--- src/rtl/linear_context_mixer_assert.svh ---
// Assertion macros for the linear context mixer.
`ifndef LINEAR_CONTEXT_MIXER_ASSERT_SVH
`define LINEAR_CONTEXT_MIXER_ASSERT_SVH
`ifndef SYNTH
`define LCM_ASSERT_IMP(lbl, clk, rstn, a, c) \
  lbl: assert property (@(posedge clk) disable iff (!rstn) (a) |-> (c)) \
    else $error("lcm check failed");
`define LCM_ASSERT_NXT(lbl, clk, rstn, a, c) \
  lbl: assert property (@(posedge clk) disable iff (!rstn) (a) |=> (c)) \
    else $error("lcm check failed");
`else
`define LCM_ASSERT_IMP(lbl, clk, rstn, a, c)
`define LCM_ASSERT_NXT(lbl, clk, rstn, a, c)
`endif
`endif

--- src/rtl/lcm_ram.sv ---
// Generic single-port-write RAM with registered read.
module lcm_ram #(
  parameter int Width = 16,
  parameter int Depth = 16
) (
  input  logic                     clk_i,
  input  logic                     we_i,
  input  logic [$clog2(Depth)-1:0] waddr_i,
  input  logic [Width-1:0]         wdata_i,
  input  logic [$clog2(Depth)-1:0] raddr_i,
  output logic [Width-1:0]         rdata_o
);
  logic [Width-1:0] mem_q [Depth];
  always_ff @(posedge clk_i) begin
    if (we_i) mem_q[waddr_i] <= wdata_i;
    rdata_o <= mem_q[raddr_i];
  end
endmodule

--- config.mk ---
export PLATFORM = sky130hd
export DESIGN_NAME = lcm_ram
export DESIGN_NICKNAME = d
export VERILOG_FILES = /design/src/rtl/linear_context_mixer_assert.svh /design/src/rtl/lcm_ram.sv
export SDC_FILE = /design/constraint.sdc
export NUM_CORES = 1
export LEC_CHECK = 0
export ABC_CLOCK_PERIOD_IN_PS = 3350
export BUFFER_PORTS_ARGS = -buffer_cell sky130_fd_sc_hd__buf_2
export CAP_MARGIN = 25
export CELL_PAD_IN_SITES_DETAIL_PLACEMENT = 1
export CELL_PAD_IN_SITES_GLOBAL_PLACEMENT = 1
export CORE_MARGIN = 1.5
export CORE_UTILIZATION = 58
export DETAILED_ROUTE_END_ITERATION = 7
export GPL_TIMING_DRIVEN = 1
export HOLD_SLACK_MARGIN = 0.03
export PLACE_DENSITY = 0.89
export REMOVE_ABC_BUFFERS = 1
export SLEW_MARGIN = 10
export SYNTH_ARGS = -nofsm -noshare
export SYNTH_HDL_FRONTEND = slang
export SYNTH_SLANG_ARGS = --single-unit
--- constraint.sdc ---
create_clock -name clk_i -period 3.35 [get_ports clk_i]
set_input_delay 0.1675 -clock clk_i [delete_from_list [all_inputs] [get_ports clk_i]]
set_output_delay 0.1675 -clock clk_i [all_outputs]
set_load 0.01 [all_outputs]
After elaboration in Yosys (flattened, before gate mapping)
Memories as Yosys holds them, arrays and structs flattened. A register that Yosys moved wholly into a read port is not among the register bits.
Index checks and enable logic that the tools add are counted.
- register bits: 0
- bits in writable memories: 256
- input port bits: 26
- output and inout bits: 16
- word-level logic and storage cells: 3
- memories kept: 1
- memory list (name ; depth ; bits a word ; read ports ; clocked after Yosys merged registers in ; wr ports ; RTL line ; source):
    mem_q ; 16 ; 16 ; 1 ; 1 ; 1 ; lcm_ram.sv:13 ; logic [Width-1:0] mem_q [Depth];
- muxes and demuxes: 2
- operator list (kind ; number):
    $mux W1 ; 2

Depth between registers and ports, before layout
- word-level depth: 2
- gate-level depth with buffers: 5
- gate-level depth less buffers: 3

Worst setup path after synthesis
OpenSTA, ideal clock, no wires.
- path type: input to register
- start point: in waddr_i[2]
- end point: mem mem_q[0][0], enable pin
- setup time: 0.409 ns
- data arrival time: 1.813 ns
- data required time: 2.941 ns
- path slack: 1.127 ns
- stages on the path: 2
- buffers on the path: 0
- cells stage by stage: or3b_2 > nor3_1
- RTL lines (element ; RTL line ; source):
    start: declaration ; lcm_ram.sv:8 ; input logic [$clog2(Depth)-1:0] waddr_i,
    end: declaration ; lcm_ram.sv:13 ;
Straight into the memory's write port.

==> impl_metrics.env <==
export IMPL_hold_viol=0
export IMPL_drc=0
export IMPL_p_leak_uw=0.00385
export IMPL_drv_slew=0
export IMPL_row_count=47
export IMPL_grt_pass1_wl_um=35200
export IMPL_ant_nets=0
export IMPL_tightest_slew_ns=1.06
export IMPL_path_class="in2reg"
export IMPL_start_util_pct=59.9
export IMPL_cp_top_family="buffers and inverters"
export IMPL_dp_hpwl_um=13200
export IMPL_synth_top_area_cell="edfxtp_1"
export IMPL_ys_types=19
export IMPL_worstSetupEndpointType="register"
export IMPL_p_total_uw=7120
export IMPL_fmax_mhz=604
export IMPL_synthXorXnorAreaFrac_pct=0
export IMPL_gp_congestion=0.756
export IMPL_status="finished, final reports clean"
export IMPL_critPathMaxFanout=36
export IMPL_fp_coreArea_mm2=0.0168
export IMPL_layout_cells_most_common_list="256 x edfxtp_1, 54 x mux4_2, 40 x buf_2, 32 x a22oi_1, 27 x clkbuf_16"
export IMPL_area_growth_pct=16.4
export IMPL_firstDrtPassIters=5
export IMPL_final_common_cell="edfxtp_1"
export IMPL_die_h_um=135
export IMPL_clk_pin_slew_worst_paths_ns=0.06
export IMPL_synth_top_family_by_area="multiplexers"
export IMPL_wl_um=23800
export IMPL_syn_cell_area_mm2=0.0100
export IMPL_yosys_top_cells_area="edfxtp_1 77%, mux4_2 12%, dfxtp_1 3.2%, mux4_1 2.6%, a22oi_1 2.4%"
export IMPL_synth_compound_area_share_pct=2.39
export IMPL_numCtsBuffers=27
export IMPL_tns_ns=0
export IMPL_max_cap_violations=0
export IMPL_htreeDepth=1
export IMPL_period_share_pct=49.4
export IMPL_die_w_um=135
export IMPL_yosys_area_share_simple_pct=1.92
export IMPL_period_minus_slack_ns=1.66
export IMPL_viasPerCell=6.47
export IMPL_grt_util_all_layers_pct=27.8
export IMPL_final_setup_skew_ns=0.0154
export IMPL_grt_ovfl_total=0
export IMPL_synth_area_per_cell_um2=23.2
export IMPL_cts_root_buf="clkbuf_16"
export IMPL_design_die_area_mm2=0.0181
export IMPL_power_density_mw_per_mm2=609
export IMPL_vias=4922
export IMPL_yosysWarnings=0
export IMPL_clockBufferDepth=3
export IMPL_synthAdderAreaFrac_pct=0
export IMPL_worst_path_buf_inv=2
export IMPL_crit_arrival_ns=2.06
export IMPL_ctsResizeCount=0
export IMPL_synth_mux_area_share_pct=14.7
export IMPL_instances_no_fill=761
export IMPL_dpl_cell_count=695
export IMPL_ys_seq_area_share_pct=79.7
export IMPL_synth_seq_cells=272
export IMPL_final_util_pct=69.7
export IMPL_synth_top_area_share_pct=76.5
export IMPL_postSynthCellCount=432
export IMPL_relSlewSlack_pct=29.2
export IMPL_critical_path_slowest_cell="mux4_1"
export IMPL_placed_area_mm2=0.0107
export IMPL_ios=42
export IMPL_start_kind="input port"
export IMPL_nFillCells=1293
export IMPL_setup_viol=0
export IMPL_antenna_found_initial=1
export IMPL_wl_per_cell_um=31.3
export IMPL_drive_gt1_share_pct=32.2
export IMPL_drtIter0Drc=490
export IMPL_layout_nets=545
export IMPL_fin_area_mm2=0.0117
export IMPL_slowest_delay_ns=0.61
export IMPL_clock_latency_ns=0.54
export IMPL_grt_max_degree=42
export IMPL_crit_required_ns=3.76
export IMPL_ir_worst_vdd_mv=0.633
export IMPL_crit_top_cell="buf_4"
export IMPL_io_buffers=41
export IMPL_cts_tree="yes"
export IMPL_rsz0062_at_grt="false"
export IMPL_grt_pass1_vias=5363
export IMPL_crit_chain="buf_4 -> buf_4 -> mux4_1 -> a22oi_1 -> nand2_1"
export IMPL_clock_sinks=272
export IMPL_hold_class="in2reg"
==> worst paths after layout <==
check,cells past startpoint,slack (ns),startpoint,endpoint
hold / removal,1,0.06,wdata_i[2],mem_q[0][2]
setup / recovery,5,1.69,raddr_i[0],rdata_o[11]
hold reg to reg,3,0.68,mem_q[6][12],rdata_o[12]
setup reg to reg,3,1.93,mem_q[0][10],rdata_o[10]
==> report_power, final <==
part,total (µW),internal [µW],switching [µW]
clock network,2920,1700,1220
logic,369,153,215
registers,3830,3800,29.0
total,7120,5660,1470
==> what timing repair did <==
action / in CTS / in global routing
hold buffers: 15 / 0
hold endpoints to repair: 240 / 0
setup buffers: 0 / 0
==> synthesized netlist by cell type, drive strengths merged <==
cell,count
dfxtp,16
nand3,1
nand2,17
mux4,64
buf,13
nor2b,2
nor2,13
nor3,4
clkbuf,8
a22oi,32
and2,1
nand3b,2
edfxtp,256
or3b,1
nand2b,2
==> cell families (layout without fill, tap and decap cells) <==
logic type,Yosys count,after routing
muxes,64,64
AOI/OAI and AO/OA,32,32
and+or+nand+nor,43,43
other,0,1
DFF,272,272
buffers and inverters,21,129
==> worst register-to-register path: stages, from the launching register on <==
cell,delay (ns)
edfxtp_1,0.38
mux4_1,0.51
a22oi_1,0.30
nand2_1,0.10
==> area by class of cell <==
type	instances	area (µm²)	share of cell area (%)
diodes	1	2.50	0.0214
flip-flops and latches	272	8010	68.5
repair buffers	79	581	4.97
clock buffers	42	792	6.78
well taps	220	275	2.36
multi-input cells	139	1960	16.8
clock inverters	8	70.1	0.600
==> metrics by stage <==
| step | hold WS, ns | setup slack [ns] |
|---|---|---|
| after floorplan | 0.266 | 1.13 |
| after global routing | 0.0415 | 1.54 |
| after detailed placement | 0.559 | 1.09 |
| final | 0.0572 | 1.69 |
| after CTS | 0.0348 | 1.61 |
| after global placement | 0.521 | 1.21 |
==> metal layers <==
metal	wire [µm]	vias to the layer above	GRT usage (%)
li1	-	2013	-
met1	9070	2588	36.8
met2	12100	260	46.9
met3	1800	61	5.48
met4	838	0	10.0
met5	0	-	0
==> state kept, by name, summed over array words and instances, names as in the netlist <==
signal / cells
mem_q: 256
rdata_o: 16
Note: power is estimated with default switching activity, not from simulation.
