## src/rtl/linear_context_mixer_assert.svh

```systemverilog
// Assertion macros for the linear context mixer.
`ifndef LINEAR_CONTEXT_MIXER_ASSERT_SVH
`define LINEAR_CONTEXT_MIXER_ASSERT_SVH
`ifndef SYNTH
`define LCM_ASSERT_IMP(lbl, clk, rstn, a, c) \
  lbl: assert property (@(posedge clk) disable iff (!rstn) (a) |-> (c)) \
    else $error("lcm check failed");
`define LCM_ASSERT_NXT(lbl, clk, rstn, a, c) \
  lbl: assert property (@(posedge clk) disable iff (!rstn) (a) |=> (c)) \
    else $error("lcm check failed");
`else
`define LCM_ASSERT_IMP(lbl, clk, rstn, a, c)
`define LCM_ASSERT_NXT(lbl, clk, rstn, a, c)
`endif
`endif

```

## src/rtl/lcm_pkg.sv

```systemverilog
// Shared constants and types of the linear context mixer.
package lcm_pkg;
  localparam int NumContexts = 8;
  localparam int Alphabet    = 16;
  localparam int CtxW        = (NumContexts > 1) ? $clog2(NumContexts) : 1;
  localparam int SymW        = $clog2(Alphabet);
  localparam int TblDepth    = NumContexts * Alphabet;
  localparam int TblAw       = $clog2(TblDepth);
  localparam int WeightW     = 17;
  localparam int ProbW       = 16;
  localparam int RawW        = WeightW + ProbW + CtxW + 1;
  localparam int TotW        = RawW + SymW + 1;
  localparam int NumW        = 32;
  localparam int DivW        = 64;
  localparam int DenW        = 64;
  localparam logic [WeightW-1:0] WeightInit = WeightW'(65536 / NumContexts);
  localparam logic [WeightW-1:0] WeightMax  = '1;
  localparam logic [ProbW-1:0]   ProbMax    = '1;
  localparam logic [0:0] RegLearningRate = 1'b0;
  localparam logic [0:0] RegSymbolsInUse = 1'b1;

  typedef struct packed {
    logic            start;
    logic [DivW-1:0] num;
    logic [DenW-1:0] den;
  } div_req_t;

  typedef struct packed {
    logic            done;
    logic [DivW-1:0] quo;
  } div_rsp_t;
endpackage

```

## src/rtl/lcm_div.sv

```systemverilog
// Shared restoring divider, one quotient bit per cycle.
module lcm_div import lcm_pkg::*; (
  input  logic     clk_i,
  input  logic     rst_ni,
  input  div_req_t req_i,
  output div_rsp_t rsp_o
);
  localparam int CntW = $clog2(DivW + 1);
  logic [DivW-1:0] quo_q, quo_d;
  logic [DenW:0]   rem_q, rem_d;
  logic [DenW-1:0] den_q, den_d;
  logic [CntW-1:0] cnt_q, cnt_d;
  logic            busy_q, busy_d, done_q, done_d;
  logic [DenW:0]   trial;

  always_comb begin
    quo_d = quo_q; rem_d = rem_q; den_d = den_q; cnt_d = cnt_q;
    busy_d = busy_q; done_d = 1'b0;
    trial = {rem_q[DenW-1:0], quo_q[DivW-1]};
    if (req_i.start) begin
      quo_d = req_i.num; rem_d = '0; den_d = req_i.den;
      cnt_d = CntW'(DivW); busy_d = 1'b1;
    end else if (busy_q) begin
      if (trial >= {1'b0, den_q}) begin
        rem_d = trial - {1'b0, den_q};
        quo_d = {quo_q[DivW-2:0], 1'b1};
      end else begin
        rem_d = trial;
        quo_d = {quo_q[DivW-2:0], 1'b0};
      end
      cnt_d = cnt_q - 1'b1;
      if (cnt_q == CntW'(1)) begin
        busy_d = 1'b0; done_d = 1'b1;
      end
    end
  end

  always_ff @(posedge clk_i or negedge rst_ni) begin
    if (!rst_ni) begin
      busy_q <= 1'b0; done_q <= 1'b0; cnt_q <= '0;
    end else begin
      busy_q <= busy_d; done_q <= done_d; cnt_q <= cnt_d;
    end
  end
  always_ff @(posedge clk_i) begin
    quo_q <= quo_d; rem_q <= rem_d; den_q <= den_d;
  end

  assign rsp_o.done = done_q;
  assign rsp_o.quo  = quo_q;
endmodule

```

## config.mk

```make
export PLATFORM = sky130hd
export DESIGN_NAME = lcm_div
export DESIGN_NICKNAME = d
export VERILOG_FILES = /design/src/rtl/linear_context_mixer_assert.svh /design/src/rtl/lcm_pkg.sv /design/src/rtl/lcm_div.sv
export SDC_FILE = /design/constraint.sdc
export NUM_CORES = 1
export LEC_CHECK = 0
export BUFFER_PORTS_ARGS = -buffer_cell sky130_fd_sc_hd__buf_2
export CORE_ASPECT_RATIO = 1.2
export CORE_MARGIN = 2
export CORE_UTILIZATION = 45
export DETAILED_ROUTE_END_ITERATION = 10
export HOLD_SLACK_MARGIN = 0.12
export PLACE_DENSITY = 0.69
export SETUP_SLACK_MARGIN = 0.4
export SYNTH_ARGS = -nofsm -noshare
export SYNTH_HDL_FRONTEND = slang
export SYNTH_SLANG_ARGS = --single-unit
```

## constraint.sdc

```tcl
create_clock -name clk_i -period 2.8 [get_ports clk_i]
set_clock_uncertainty 0.1 [all_clocks]
set_input_delay 0.56 -clock clk_i [delete_from_list [all_inputs] [get_ports clk_i]]
set_output_delay 0.56 -clock clk_i [all_outputs]
set_load 0.01 [all_outputs]
```

# [Word-level counts from Yosys, hierarchy flattened]
# Cells that the tools add are included.
[classes] multipliers=0 n_div=0 magnitude_cmp=1 n_mux=12 n_reduce_logical=1 bitwise_logic=0 shift=0 n_addsub=2 eq_ne=1
[op_table] cell="64-bit 2-to-1 mux" count=3
[op_table] cell="65-bit by 64-bit greater-or-equal comparator with 1-bit output" count=1
[op_table] cell="64-bit subtractor" count=1
[op_table] cell="7-bit 2-to-1 mux" count=2
[op_table] cell="7-bit by 1-bit equality test with 1-bit output, second input constant" count=1
[op_table] cell="1-bit 2-to-1 mux" count=7
[op_table] cell="7-bit by 1-bit subtractor with 7-bit output, second input constant" count=1
[op_table] cell="2-bit nonzero test" count=1
[totals] latch_bits=0 regBits=201 n_memories=0 output_inout_bits=65 rom_bits=0 ramBits=0 input_bits=131

# [Depth between registers and ports, before layout]
[logic_depth] ltp_word=4 ltp_mapped=15 mapped_depth_nobuf=13

# [Worst setup path after synthesis]
# No wires, ideal clock.
[synth_path] path_type="register to register" from="register quo_q[63]" to="register rem_q[62]" setup_time_ns=0.131 arrival_ns=2.973 path_stages_with_launch=14 path_buffers=0 required_time_ns=2.569 setup_slack_ns=-0.404 cell_sequence="edfxtp_1 > inv_1 > ha_1 > fa_1 > nor2b_1 > o211ai_1 > a211o_1 > nand3_1 > a2111oi_0 > nor4_1 > o31ai_1 > o41ai_1 > xnor2_1 > o22ai_1"
[synth_via] elab_chain_len=2
[synth_lines] element="from (decl)" line_no="lcm_div.sv:9" source="logic [DivW-1:0] quo_q, quo_d;"
[synth_lines] element="from (signal assigned)" line_no="lcm_div.sv:46" source="quo_q <= quo_d; rem_q <= rem_d; den_q <= den_d;"
[synth_lines] element="64-bit subtractor / 65-bit by 64-bit greater-or-equal comparator with 1-bit output (equally long branches)" line_no="lcm_div.sv:25, lcm_div.sv:24"
[synth_lines] element="64-bit 2-to-1 mux (*)" line_no="lcm_div.sv:24" source="if (trial >= {1'b0, den_q}) begin"
[synth_lines] element="to (signal assigned)" line_no="lcm_div.sv:46"
[synth_lines] element="to (decl)" line_no="lcm_div.sv:10" source="logic [DenW:0] rem_q, rem_d;"
# Mark *: on every way between the ends. The rest lies on a longest branch, timed or not.
# A chain may end at the register's enable or synchronous reset.

# [Worst setup path in the final report]
[layout_path] from="register den_q[15]" to="register rem_q[59]"
[layout_via] elab_chain_len=2
[layout_lines] element="from (decl)" line_no="lcm_div.sv:11" source="logic [DenW-1:0] den_q, den_d;"
[layout_lines] element="from (signal assigned)" line_no="lcm_div.sv:46"
[layout_lines] element="64-bit subtractor / 65-bit by 64-bit greater-or-equal comparator with 1-bit output (equally long branches)" line_no="lcm_div.sv:25, lcm_div.sv:24"
[layout_lines] element="64-bit 2-to-1 mux (*)" line_no="lcm_div.sv:24"
# Marked as above.

==> impl_metrics.csv <==
group,metric,value,unit
outcome,status,"finished, violations left",
outcome,violations,"negative setup slack",
timing,min_period_over_period,1.175,
grt,grt_pass1_vias,12120,
route,vias,11950,
grt,antenna_found_initial,0,
pwr,p_int,12.67,mW
pwr,p_seq_frac,0.214,
floorplanning,die_area,27740,um^2
route,drc,0,
grt,overflow,0,
pwr,power_frac_clock,0.151,
logic_synthesis,ys_top_cells_by_count,"nand2_1, edfxtp_1, nor2_1",
cts,path_clk_slew,0.07,ns
floorplanning,initial_core_util,0.4553,
timing,rsz0062_at_grt,"yes",
grt,busiest_layer,"met2",
logic_synthesis,synth_area_leaders,"edfxtp_1, dfxtp_1, ha_1, mux2_2, nand2_1",
grt,grtUsageMet2,0.4802,
route,dr.first_iter.drc_count,873,
grt,met1_usage,0.3104,
timing,setup-violations-final,65,
floorplanning,ios,196,
logic_synthesis,ys.flop_type,"edfxtp_1",
floorplanning,die_h,182.0,um
place,portBuffers,195,
logic_synthesis,yosysUniqueCellTypes,71,
setup_path,rr_startpoint,"den_q[15]$_DFFE_PP_",
cts,cts.sinks,201,
layout,fin_nets,1973,
setup_path,endpoint_kind,"register",
logic_synthesis,synth.most_common_cell,"nand2_1",
pwr,combPwrFrac,0.636,
logic_synthesis,synth_top_area_cell,"edfxtp_1",
layout,fillers,1756,
timing,layout_setup_ws,-0.4901,ns
timing,fin_crit,3.290,ns
timing,slew_violations,0,
setup_path,reg2reg_depth,15,
route,avgViaCountPerCell,5.614,
cts,tritoncts,"built",
logic_synthesis,async_reset_ff_frac,0.04478,
logic_synthesis,synth_top_area_frac,0.3234,
cts,cts_buffers,24,
cts,cts-root-buf,"clkbuf_16",
setup_path,arrival,3.65,ns
place,hpwl,25590,um
setup_path,rr_endpoint,"rem_q[59]$_SDFFE_PP0P_",
timing,hold_violations,0,
cts,clock_path_buffers,3,
setup_path,start_kind,"register",
pwr,p_sw_frac,0.3961,
logic_synthesis,ys_seq_area_frac,0.4501,
logic_synthesis,syn_nets,1433,
job,maxCapViolations,0,
timing,worst_pin_slew,1.211,ns
setup_path,crit_required,3.16,ns
floorplanning,fp-row-count,65,
grt,grt_max_degree,97,
route,first_pass_iters,5,
logic_synthesis,ys.warnings.count,0,
route,wire_per_inst,18.86,um
logic_synthesis,syn-cell-area,11890,um^2
cts,clk_latency,0.54,ns
setup_path,crit_path_max_fanout,9,
floorplanning,core_region_area,26110,um^2
route,drtAntennaViolNets,0,
pwr,power_switching,8.309,mW
grt,grt_usage,0.2654,
grt,grt_pass1_wl,60480,um
route,wl,40140,um
layout,area_delta_synth_final,57.80,%
cts,htreeDepth,1,
logic_synthesis,ys_ff_latch,201,
pwr,power,20.98,mW
logic_synthesis,synth.avg_cell_area,9.625,um^2
setup_path,reg2reg_slack,-0.49,ns
pwr,leakage,8.106,nW
setup_path,crit_end,"rem_q[59]$_SDFFE_PP0P_",
layout,final_util,0.7185,
min_path,hold_path.class,"in -> reg",
grt,met3_usage,0.04988,
layout,drive_above_1_share,0.4802,
pwr,p_per_area,1119,nW/um^2
pwr,vdd.ir_drop.worst,0.0006138,V
timing,fmax,303.9,MHz
layout,n_antenna_cell,0,
place,routabilityCongestion,0.9413,
logic_synthesis,synth-edff-count,128,
floorplanning,chipWidth,152.4,um
setup_path,startpoint,"den_q[15]$_DFFE_PP_",
logic_synthesis,synthCells,1235,
timing,slew_headroom,0.1908,
setup_path,path_class,"reg -> reg",
[flip-flops by register name (all words and copies together), names as in the netlist]
name,cells
den_q,64
quo_q,64
rem_q,64
cnt_q,7
busy_q,1
done_q,1
[area by class of cell]
type                       instances  area, um^2  share of cell area
clock inverter                    17       176.4            0.009406
sequential                       201        5356              0.2856
clock buffer                      27       611.8             0.03262
multi-input combinational        874        7308              0.3896
tap                              335       419.2             0.02235
inverter                          91       345.3             0.01841
timing repair buffer             583        4539              0.2420
[per-layer routing]
metal	routed length [um]	vias up
li1	-	5589
met1	15240	5678
met2	19990	524
met3	2792	156
met4	2111	0
met5	0	-
[stage by stage]
step	cells	cell area, um^2	TNS, ns	setup slack, ns	hold WS [ns]
after floorplan	1235	12240	-0.6371	-0.2392	0.1644
after global placement	1971	15340	-15.75	-0.3637	0.3212
after detailed placement	1971	15340	-18.41	-0.6345	0.3240
after CTS	2114	17880	-16.55	-0.3384	0.1330
after global routing	2128	18760	-30.21	-0.6030	0.1401
final	2128	18760	-22.52	-0.4901	0.1477
[power groups by stage]
stage               Combinational [mW]  Clock, mW  Sequential, mW
finish                            13.3       3.16            4.48
detailed placement                9.37          0            4.41
global route                      14.2       3.34            4.55
global placement                  9.26          0            4.39
CTS                               11.6       3.21            4.42
floorplan                         5.38          0            4.44
[worst min-delay path by stage]
| stage | from | to | slack [ns] | cells past startpoint |
|---|---|---|---|---|
| after detailed placement | rst_ni | cnt_q[5]$_DFFE_PN0P_ | 0.32 | 1 |
| after global routing | req_i[4] | den_q[4]$_DFFE_PP_ | 0.14 | 1 |
| after global placement | rst_ni | cnt_q[3]$_DFFE_PN0P_ | 0.32 | 1 |
| after CTS | req_i[4] | den_q[4]$_DFFE_PP_ | 0.13 | 1 |
| after floorplan | rst_ni | busy_q$_DFF_PN0_ | 0.16 | 0 |
| final | req_i[4] | den_q[4]$_DFFE_PP_ | 0.15 | 1 |
[placed cells by master (no fill, tap or decap), types with 15 or more instances in the layout]
| cell type | netlist | final |
|---|---|---|
| clkbuf_16 | 0 | 26 |
| xor2_1 | 17 | 16 |
| dfxtp_1 | 64 | 62 |
| nand2_4 | 0 | 18 |
| xnor2_1 | 40 | 38 |
| nor3_1 | 21 | 15 |
| dlygate4sd3_1 | 0 | 61 |
| inv_1 | 91 | 82 |
| nand4_1 | 29 | 29 |
| buf_6 | 2 | 20 |
| o21a_1 | 15 | 15 |
| edfxtp_1 | 128 | 128 |
| ha_1 | 66 | 34 |
| o21ai_0 | 52 | 27 |
| nand2_1 | 140 | 95 |
| buf_4 | 4 | 280 |
| o21bai_1 | 19 | 18 |
| nor2_1 | 106 | 98 |
| nand2_2 | 0 | 27 |
| a21oi_1 | 95 | 69 |
| a311oi_2 | 1 | 25 |
| buf_2 | 13 | 194 |
| mux2_2 | 64 | 64 |
| o21ai_1 | 7 | 20 |
| a311oi_1 | 39 | 15 |
| a21o_1 | 18 | 18 |
| ha_4 | 0 | 30 |
| a21oi_2 | 0 | 24 |
[critical path, stage by stage (launching register included)]
cell	delay (ns)
edfxtp_1	0.34
inv_2	0.05
ha_4	0.28
buf_6	0.11
nand2_4	0.06
o21ai_2	0.18
a21oi_1	0.06
or2_1	0.28
a211oi_4	0.34
nor3_4	0.12
buf_6	0.14
o41a_4	0.45
buf_12	0.19
nor4b_2	0.26
o21ai_1	0.11
o211ai_1	0.16
[timing repair]
item | CTS | global route
hold buffers | 61 | 0
endpoints found under the setup margin | 65 | 65
buffers inserted | 27 | 12
cloned | 11 | 2
hold endpoints to repair | 69 | 0
pin swaps | 58 | 70
resized for setup | 148 | 158
[logic make-up (layout without fill, tap and decap cells)]
family,count (synthesis),after routing,share of synthesized area
buffers and inverters,160,718,0.05442
flip-flops,201,201,0.4501
adder cells (fa/ha/maj),67,67,0.07116
XOR/XNOR,57,57,0.04200
multiplexers,67,67,0.06316
AND/OR/NAND/NOR,359,359,0.1368
AO/OA/AOI/OAI,324,324,0.1823
Note: power is estimated with default switching activity, not from simulation.
